$ cat src/sv/sha512bc_pkg.sv
`default_nettype none
// ============================================================================
// SHA-512 block compressor package
// Shared types, round constants, initial hash values and the sigma functions.
// ============================================================================
package sha512bc_pkg;

  localparam int unsigned BlockWords  = 16;
  localparam int unsigned DigestWords = 8;
  localparam int unsigned RoundCount  = 80;

  typedef logic [DigestWords-1:0][63:0] hash_t;

  typedef enum logic [4:0] {
    StIdle  = 5'b00001,
    StInit  = 5'b00010,
    StRound = 5'b00100,
    StFinal = 5'b01000,
    StEmit  = 5'b10000
  } state_e;

  typedef struct packed {
    logic       init;
    logic       step;
    logic [6:0] rnd;
  } round_ctrl_t;

  typedef struct packed {
    logic load;
    logic step;
  } sched_ctrl_t;

  function automatic logic [63:0] ror64(input logic [63:0] x, input int unsigned n);
    logic [127:0] dbl;
    dbl = {x, x};
    return dbl[n +: 64];
  endfunction

  function automatic logic [63:0] big_sigma0(input logic [63:0] x);
    return ror64(x, 28) ^ ror64(x, 34) ^ ror64(x, 39);
  endfunction

  function automatic logic [63:0] big_sigma1(input logic [63:0] x);
    return ror64(x, 14) ^ ror64(x, 18) ^ ror64(x, 41);
  endfunction

  function automatic logic [63:0] small_sigma0(input logic [63:0] x);
    return ror64(x, 1) ^ ror64(x, 8) ^ (x >> 7);
  endfunction

  function automatic logic [63:0] small_sigma1(input logic [63:0] x);
    return ror64(x, 19) ^ ror64(x, 61) ^ (x >> 6);
  endfunction

  function automatic logic [63:0] init_hash(input logic [2:0] i);
    logic [63:0] v;
    unique case (i)
      3'd0: v = 64'h6a09e667f3bcc908;
      3'd1: v = 64'hbb67ae8584caa73b;
      3'd2: v = 64'h3c6ef372fe94f82b;
      3'd3: v = 64'ha54ff53a5f1d36f1;
      3'd4: v = 64'h510e527fade682d1;
      3'd5: v = 64'h9b05688c2b3e6c1f;
      3'd6: v = 64'h1f83d9abfb41bd6b;
      3'd7: v = 64'h5be0cd19137e2179;
    endcase
    return v;
  endfunction

  function automatic logic [63:0] round_k(input logic [6:0] t);
    logic [63:0] k;
    unique case (t)
      7'd0:  k = 64'h428a2f98d728ae22;
      7'd1:  k = 64'h7137449123ef65cd;
      7'd2:  k = 64'hb5c0fbcfec4d3b2f;
      7'd3:  k = 64'he9b5dba58189dbbc;
      7'd4:  k = 64'h3956c25bf348b538;
      7'd5:  k = 64'h59f111f1b605d019;
      7'd6:  k = 64'h923f82a4af194f9b;
      7'd7:  k = 64'hab1c5ed5da6d8118;
      7'd8:  k = 64'hd807aa98a3030242;
      7'd9:  k = 64'h12835b0145706fbe;
      7'd10: k = 64'h243185be4ee4b28c;
      7'd11: k = 64'h550c7dc3d5ffb4e2;
      7'd12: k = 64'h72be5d74f27b896f;
      7'd13: k = 64'h80deb1fe3b1696b1;
      7'd14: k = 64'h9bdc06a725c71235;
      7'd15: k = 64'hc19bf174cf692694;
      7'd16: k = 64'he49b69c19ef14ad2;
      7'd17: k = 64'hefbe4786384f25e3;
      7'd18: k = 64'h0fc19dc68b8cd5b5;
      7'd19: k = 64'h240ca1cc77ac9c65;
      7'd20: k = 64'h2de92c6f592b0275;
      7'd21: k = 64'h4a7484aa6ea6e483;
      7'd22: k = 64'h5cb0a9dcbd41fbd4;
      7'd23: k = 64'h76f988da831153b5;
      7'd24: k = 64'h983e5152ee66dfab;
      7'd25: k = 64'ha831c66d2db43210;
      7'd26: k = 64'hb00327c898fb213f;
      7'd27: k = 64'hbf597fc7beef0ee4;
      7'd28: k = 64'hc6e00bf33da88fc2;
      7'd29: k = 64'hd5a79147930aa725;
      7'd30: k = 64'h06ca6351e003826f;
      7'd31: k = 64'h142929670a0e6e70;
      7'd32: k = 64'h27b70a8546d22ffc;
      7'd33: k = 64'h2e1b21385c26c926;
      7'd34: k = 64'h4d2c6dfc5ac42aed;
      7'd35: k = 64'h53380d139d95b3df;
      7'd36: k = 64'h650a73548baf63de;
      7'd37: k = 64'h766a0abb3c77b2a8;
      7'd38: k = 64'h81c2c92e47edaee6;
      7'd39: k = 64'h92722c851482353b;
      7'd40: k = 64'ha2bfe8a14cf10364;
      7'd41: k = 64'ha81a664bbc423001;
      7'd42: k = 64'hc24b8b70d0f89791;
      7'd43: k = 64'hc76c51a30654be30;
      7'd44: k = 64'hd192e819d6ef5218;
      7'd45: k = 64'hd69906245565a910;
      7'd46: k = 64'hf40e35855771202a;
      7'd47: k = 64'h106aa07032bbd1b8;
      7'd48: k = 64'h19a4c116b8d2d0c8;
      7'd49: k = 64'h1e376c085141ab53;
      7'd50: k = 64'h2748774cdf8eeb99;
      7'd51: k = 64'h34b0bcb5e19b48a8;
      7'd52: k = 64'h391c0cb3c5c95a63;
      7'd53: k = 64'h4ed8aa4ae3418acb;
      7'd54: k = 64'h5b9cca4f7763e373;
      7'd55: k = 64'h682e6ff3d6b2b8a3;
      7'd56: k = 64'h748f82ee5defb2fc;
      7'd57: k = 64'h78a5636f43172f60;
      7'd58: k = 64'h84c87814a1f0ab72;
      7'd59: k = 64'h8cc702081a6439ec;
      7'd60: k = 64'h90befffa23631e28;
      7'd61: k = 64'ha4506cebde82bde9;
      7'd62: k = 64'hbef9a3f7b2c67915;
      7'd63: k = 64'hc67178f2e372532b;
      7'd64: k = 64'hca273eceea26619c;
      7'd65: k = 64'hd186b8c721c0c207;
      7'd66: k = 64'heada7dd6cde0eb1e;
      7'd67: k = 64'hf57d4f7fee6ed178;
      7'd68: k = 64'h06f067aa72176fba;
      7'd69: k = 64'h0a637dc5a2c898a6;
      7'd70: k = 64'h113f9804bef90dae;
      7'd71: k = 64'h1b710b35131c471b;
      7'd72: k = 64'h28db77f523047d84;
      7'd73: k = 64'h32caab7b40c72493;
      7'd74: k = 64'h3c9ebe0a15c9bebc;
      7'd75: k = 64'h431d67c49c100d4c;
      7'd76: k = 64'h4cc5d4becb3e42b6;
      7'd77: k = 64'h597f299cfc657e2a;
      7'd78: k = 64'h5fcb6fab3ad6faec;
      7'd79: k = 64'h6c44198c4a475817;
      default: k = 64'h0;
    endcase
    return k;
  endfunction

endpackage
`default_nettype wire

$ cat src/sv/sha512bc_sched.sv
`default_nettype none
// ============================================================================
// SHA-512 message schedule window
// Sixteen-word shift window that collects the block words and then expands
// one new schedule word per round.
// ============================================================================
module sha512bc_sched
  import sha512bc_pkg::*;
(
  input  wire logic        clk_i,
  input  wire sched_ctrl_t ctrl_i,
  input  wire logic [63:0] word_i,
  output logic      [63:0] w0_o,
  output logic      [63:0] w1_o
);

  logic [63:0] win_q [BlockWords];
  logic [63:0] win_d [BlockWords];
  logic [63:0] expand_word;
  logic [63:0] in_word;

  assign expand_word = win_q[0] + small_sigma0(win_q[1]) + win_q[9]
                     + small_sigma1(win_q[14]);
  assign in_word     = ctrl_i.load ? word_i : expand_word;

  always_comb begin
    for (int i = 0; i < BlockWords - 1; i++) begin
      win_d[i] = win_q[i+1];
    end
    win_d[BlockWords-1] = in_word;
  end

  always_ff @(posedge clk_i) begin
    if (ctrl_i.load || ctrl_i.step) begin
      win_q <= win_d;
    end
  end

  assign w0_o = win_q[0];
  assign w1_o = win_q[1];

endmodule
`default_nettype wire

$ cat config.mk
export PLATFORM = sky130hd
export DESIGN_NAME = sha512bc_sched
export DESIGN_NICKNAME = d
export VERILOG_FILES = /design/src/sv/sha512bc_pkg.sv /design/src/sv/sha512bc_sched.sv
export SDC_FILE = /design/constraint.sdc
export NUM_CORES = 1
export LEC_CHECK = 0
export ABC_AREA = 1
export BUFFER_PORTS_ARGS = -buffer_cell sky130_fd_sc_hd__buf_2
export CORE_MARGIN = 3
export CORE_UTILIZATION = 45
export DETAILED_ROUTE_END_ITERATION = 6
export PLACE_DENSITY = 0.66
export SYNTH_ARGS = -nofsm -noshare
export SYNTH_HDL_FRONTEND = slang
export SYNTH_SLANG_ARGS = --single-unit
$ cat constraint.sdc
create_clock -name clk_i -period 23.7 [get_ports clk_i]
set_clock_uncertainty 0.2 [all_clocks]
set_input_delay 4.74 -clock clk_i [delete_from_list [all_inputs] [get_ports clk_i]]
set_output_delay 4.74 -clock clk_i [all_outputs]
set_load 0.05 [all_outputs]
After elaboration in Yosys (flattened, before gate mapping)
Cells that the tools add are included.
{"block": "op_classes", "n_addsub": 3, "mux": 1, "n_bitwise": 4, "n_reduce_logical": 1}
{"operator": "64-bit adder", "n": 3}
{"operator": "64-bit XOR", "n": 2}
{"operator": "64-bit two-way mux", "n": 1}
{"operator": "64-bit by 57-bit XOR with 64-bit output", "n": 1}
{"operator": "64-bit by 58-bit XOR with 64-bit output", "n": 1}
{"operator": "1-bit logical OR", "n": 1}
{"block": "word_totals", "regBits": 1024, "input_bits": 67, "output_inout_bits": 128, "wordCells": 25}

Depth between registers and ports, before layout
{"block": "depth", "ltp_word": 6, "depth_mapped": 21, "ltp_nobuf": 21}

Worst setup path after synthesis
No wires, ideal clock.
{"block": "synth_timing", "kind": "input -> register", "start": "input port ctrl_i[1] (netlist bit)", "end": "register win_q (netlist bit w0_o[0]), enable pin", "setup_ns": 0.979, "arrival_ns": 17.394, "slack_ns": 5.126, "cell_stages": 3, "path_cell_list": "clkbuf_1 > clkbuf_1 > or2_2"}
{"block": "synth_via", "elab_chain_len": 1}
{"element": "start: declaration", "line_no": "sha512bc_sched.sv:11", "text": "input wire sched_ctrl_t ctrl_i,"}
{"element": "1-bit logical OR", "line_no": "sha512bc_sched.sv:34", "text": "if (ctrl_i.load || ctrl_i.step) begin"}
{"element": "end signal: assignment", "line_no": "sha512bc_sched.sv:35", "text": "win_q <= win_d;"}
{"element": "end: declaration", "line_no": "sha512bc_sched.sv:17", "text": "logic [63:0] win_q [BlockWords];"}
No other way between the ends.
A chain may end at the register's enable or synchronous reset.

Worst setup path in the final report
{"block": "layout_timing", "start": "input port ctrl_i[1] (netlist bit)", "end": "register win_q (netlist bit win_d[304]), enable pin"}
Same word-level chain as after synthesis.

==> impl_metrics.csv <==
group,metric,value,unit
floorplanning,start_util,45.5,%
finish,drive_gt1_share,11.5,%
synthesis,yosys.area.top_type,"edfxtp_1",
sta,slew_violations,0,
cts,cts_root_buffer,"clkbuf_16",
setup_path,cp_max_fo,201,
synthesis,ys_seq_area_share,71.0,%
setup_path,crit_path_end,"win_d[304]",
setup_path,worst_ep_required_time,23.77,ns
floorplanning,ios,195,
sta,fmax,0.117,GHz
setup_path,rr_worst_depth,18,
cts,clk_latency,0.68,ns
synthesis,synth-async-reset-ratio,0,%
cts,postCtsResizedCells,0,
global_route,grtUsageMet3,3.86,%
setup_path,startpoint,"ctrl_i[1]",
synthesis,synth_edf_count,1024,
finish,utilization,51.1,%
worst_hold_path,holdCritPathClass,"reg2reg",
global_route,overflow,0,
cts,numCtsBuffers,101,
drt,dr.first_iter.drc_count,2471,
drt,avgRoutedWirePerCell,22.5,microns
global_route,use_met2,33.7,%
floorplanning,dieArea,0.100,sq mm
drt,avgViaCountPerCell,4.81,
global_route,grt_pass1_wl,150000,microns
cts,cts_tree,"yes",
floorplanning,die-height,316,microns
placed_design,gp_congestion,0.913,
drt,drcViolationCount,0,
placed_design,io_buffers,194,
setup_path,r2r-end,"win_d[107]",
sta,hold_viol_final,0,
synthesis,synth.distinct_cells,32,
outcome,outcome,"complete, no violations",
global_route,antenna_found_initial,2,
setup_path,regToRegSetupSlack,18.86,ns
synthesis,synthTopCellsByArea,"edfxtp_1 (71%), fa_1 (5.8%), nand2_1 (5.7%)",
sta,worst_pin_slew,1.05,ns
cts,htree_levels,3,
finish,antennaDiodeCount,0,
sta,period_needed,8.52,ns
setup_path,r2r_start,"win_d[190]",
cts,clk_pin_slew,0.06,ns
drt,wl,106000,microns
sta,fin_crit_sh,35.9,%
synthesis,syn_area,0.0433,sq mm
finish,syn_to_final_growth,12.5,%
sta,rsz0062_at_grt,"false",
global_route,grtUsageTotal,21.3,%
sta,setup_tns,0,ns
synthesis,syn_nets,3384,
finish,nNetsFinal,3614,
drt,num_vias,22600,
global_route,grt_max_degree,202,
finish,nFillCells,8219,
setup_path,critical_path_class,"in2reg",
global_route,grt_pass1_vias,22000,
setup_path,cp-end-kind,"register",
floorplanning,die_w,316,microns
sta,max_slew_margin,29.8,%
cts,clockBufferDepth,3,
cts,cts_sinks,1024,
global_route,use_met1,31.0,%
synthesis,yosysTopAreaCellShare,71.0,%
cts,cts_setup_buffers,0,
synthesis,synthCells,3128,
floorplanning,core,0.0953,sq mm
synthesis,yosysWarnings,0,
job,drv_cap,0,
drt,first_pass_iters,7,
setup_path,worstSetupStartpointType,"input pin",
drt,ant_nets,0,
floorplanning,core.rowCount,113,
cts,cts.hold.buffers_added,0,
sta,setup_viol,0,
synthesis,synthFlopType,"edfxtp_1",
placed_design,hpwlAfterDp,78600,microns
synthesis,syn_area_per_cell,13.9,sq um
setup_path,arrival,8.59,ns
synthesis,synth_seq_cells,1024,
global_route,grt-busiest-layer,"met2",
[cells in the final DEF, fill, tap and decap left out, drive strengths merged]
cell type | netlist | routed
edfxtp | 1024 | 1024
nand2 | 669 | 669
inv | 566 | 572
buf | 68 | 205
xnor2 | 156 | 156
fa | 126 | 126
nor2 | 119 | 119
clkbuf | 10 | 117
xor2 | 114 | 114
nand3 | 87 | 87
ha | 63 | 63
clkinv | 0 | 48
a21oi | 46 | 46
o21ai | 33 | 33
nor3 | 14 | 14
nand4 | 10 | 10
bufinv | 0 | 8
clkinvlp | 0 | 7
nand3b | 6 | 6
or2 | 6 | 6
o21bai | 4 | 4
nor4 | 2 | 2
and2 | 2 | 2
nand2b | 2 | 2
a21boi | 1 | 1
[worst min-delay path by stage]
stage | start | to | slack [ns] | cells after the start
after detailed placement | win_d[913] | w1_o[17] | 0.20 | 0
after global routing | win_d[913] | w1_o[17] | 0.21 | 0
after CTS | win_d[520] | win_d[584] | 0.20 | 0
final | win_d[520] | win_d[584] | 0.20 | 0
after floorplan | win_d[896] | w1_o[0] | 0.20 | 0
after global placement | win_d[195] | win_d[259] | 0.20 | 0
[routing by layer]
metal | routed length (microns) | part of all wire (%) | vias up
met4 | 2240 | 2.1 | 2
met2 | 49500 | 47 | 627
met5 | 5 | 0.0047 | -
met3 | 6290 | 5.9 | 119
li1 | - | - | 10700
met1 | 48100 | 45 | 11200
[registers in the layout, indices dropped and copies added, names as in the netlist]
signal	cells
win_d	896
w0_o	64
w1_o	64
[stage by stage]
step	std cells	worst slack [ns]	instance area (sq um)	hold WS, ns
finish	4706	15.18	48700	0.200
global route	4706	14.90	48700	0.213
CTS	4706	15.24	48700	0.201
detailed placement	4520	14.54	45500	0.205
global placement	4520	14.59	45500	0.200
floorplan	3128	5.13	43300	0.200
[cell usage after synthesis, types with 2 or more instances]
| master | count |
|---|---|
| nor3_4 | 3 |
| clkbuf_1 | 10 |
| o21ai_0 | 22 |
| a21oi_1 | 46 |
| fa_1 | 126 |
| nor3_1 | 10 |
| inv_2 | 2 |
| o21ai_1 | 11 |
| xnor2_1 | 156 |
| and2_1 | 2 |
| nor2_2 | 15 |
| ha_1 | 63 |
| nand4_1 | 10 |
| buf_2 | 2 |
| inv_1 | 564 |
| nand3_1 | 82 |
| xor2_1 | 114 |
| o21bai_1 | 3 |
| nor4_2 | 2 |
| nand3b_1 | 6 |
| nand2b_1 | 2 |
| edfxtp_1 | 1024 |
| buf_4 | 66 |
| nand2_1 | 655 |
| nand3_2 | 5 |
| or2_2 | 5 |
| nor2_1 | 104 |
| nand2_2 | 14 |
[cell families after synthesis]
kind of cell,after synthesis,share of synthesized area (%)
flip-flops,1024,71.0
XOR/XNOR,270,5.46
buffers and inverters,644,6.16
adder cells (fa/ha/maj),189,7.64
AO/OA/AOI/OAI,84,1.01
AND/OR/NAND/NOR,917,8.76
[critical path: stages]
cell,delay (ns)
buf_4,0.34
or2_4,0.68
buf_4,0.86
buf_12,0.65
buf_12,0.74
[final cells by class]
cell class	count	area [sq um]	share of cell area, %
clock inverter	69	589	1.21
sequential	1024	30700	63.1
timing repair buffer	205	1090	2.24
inverter	566	2120	4.36
clock buffer	117	2670	5.49
tap	1265	1580	3.25
multi-input combinational	1460	9910	20.3
Power is not shown: default switching activity piles up to over one toggle a cycle in this logic, so the estimate is an artifact.
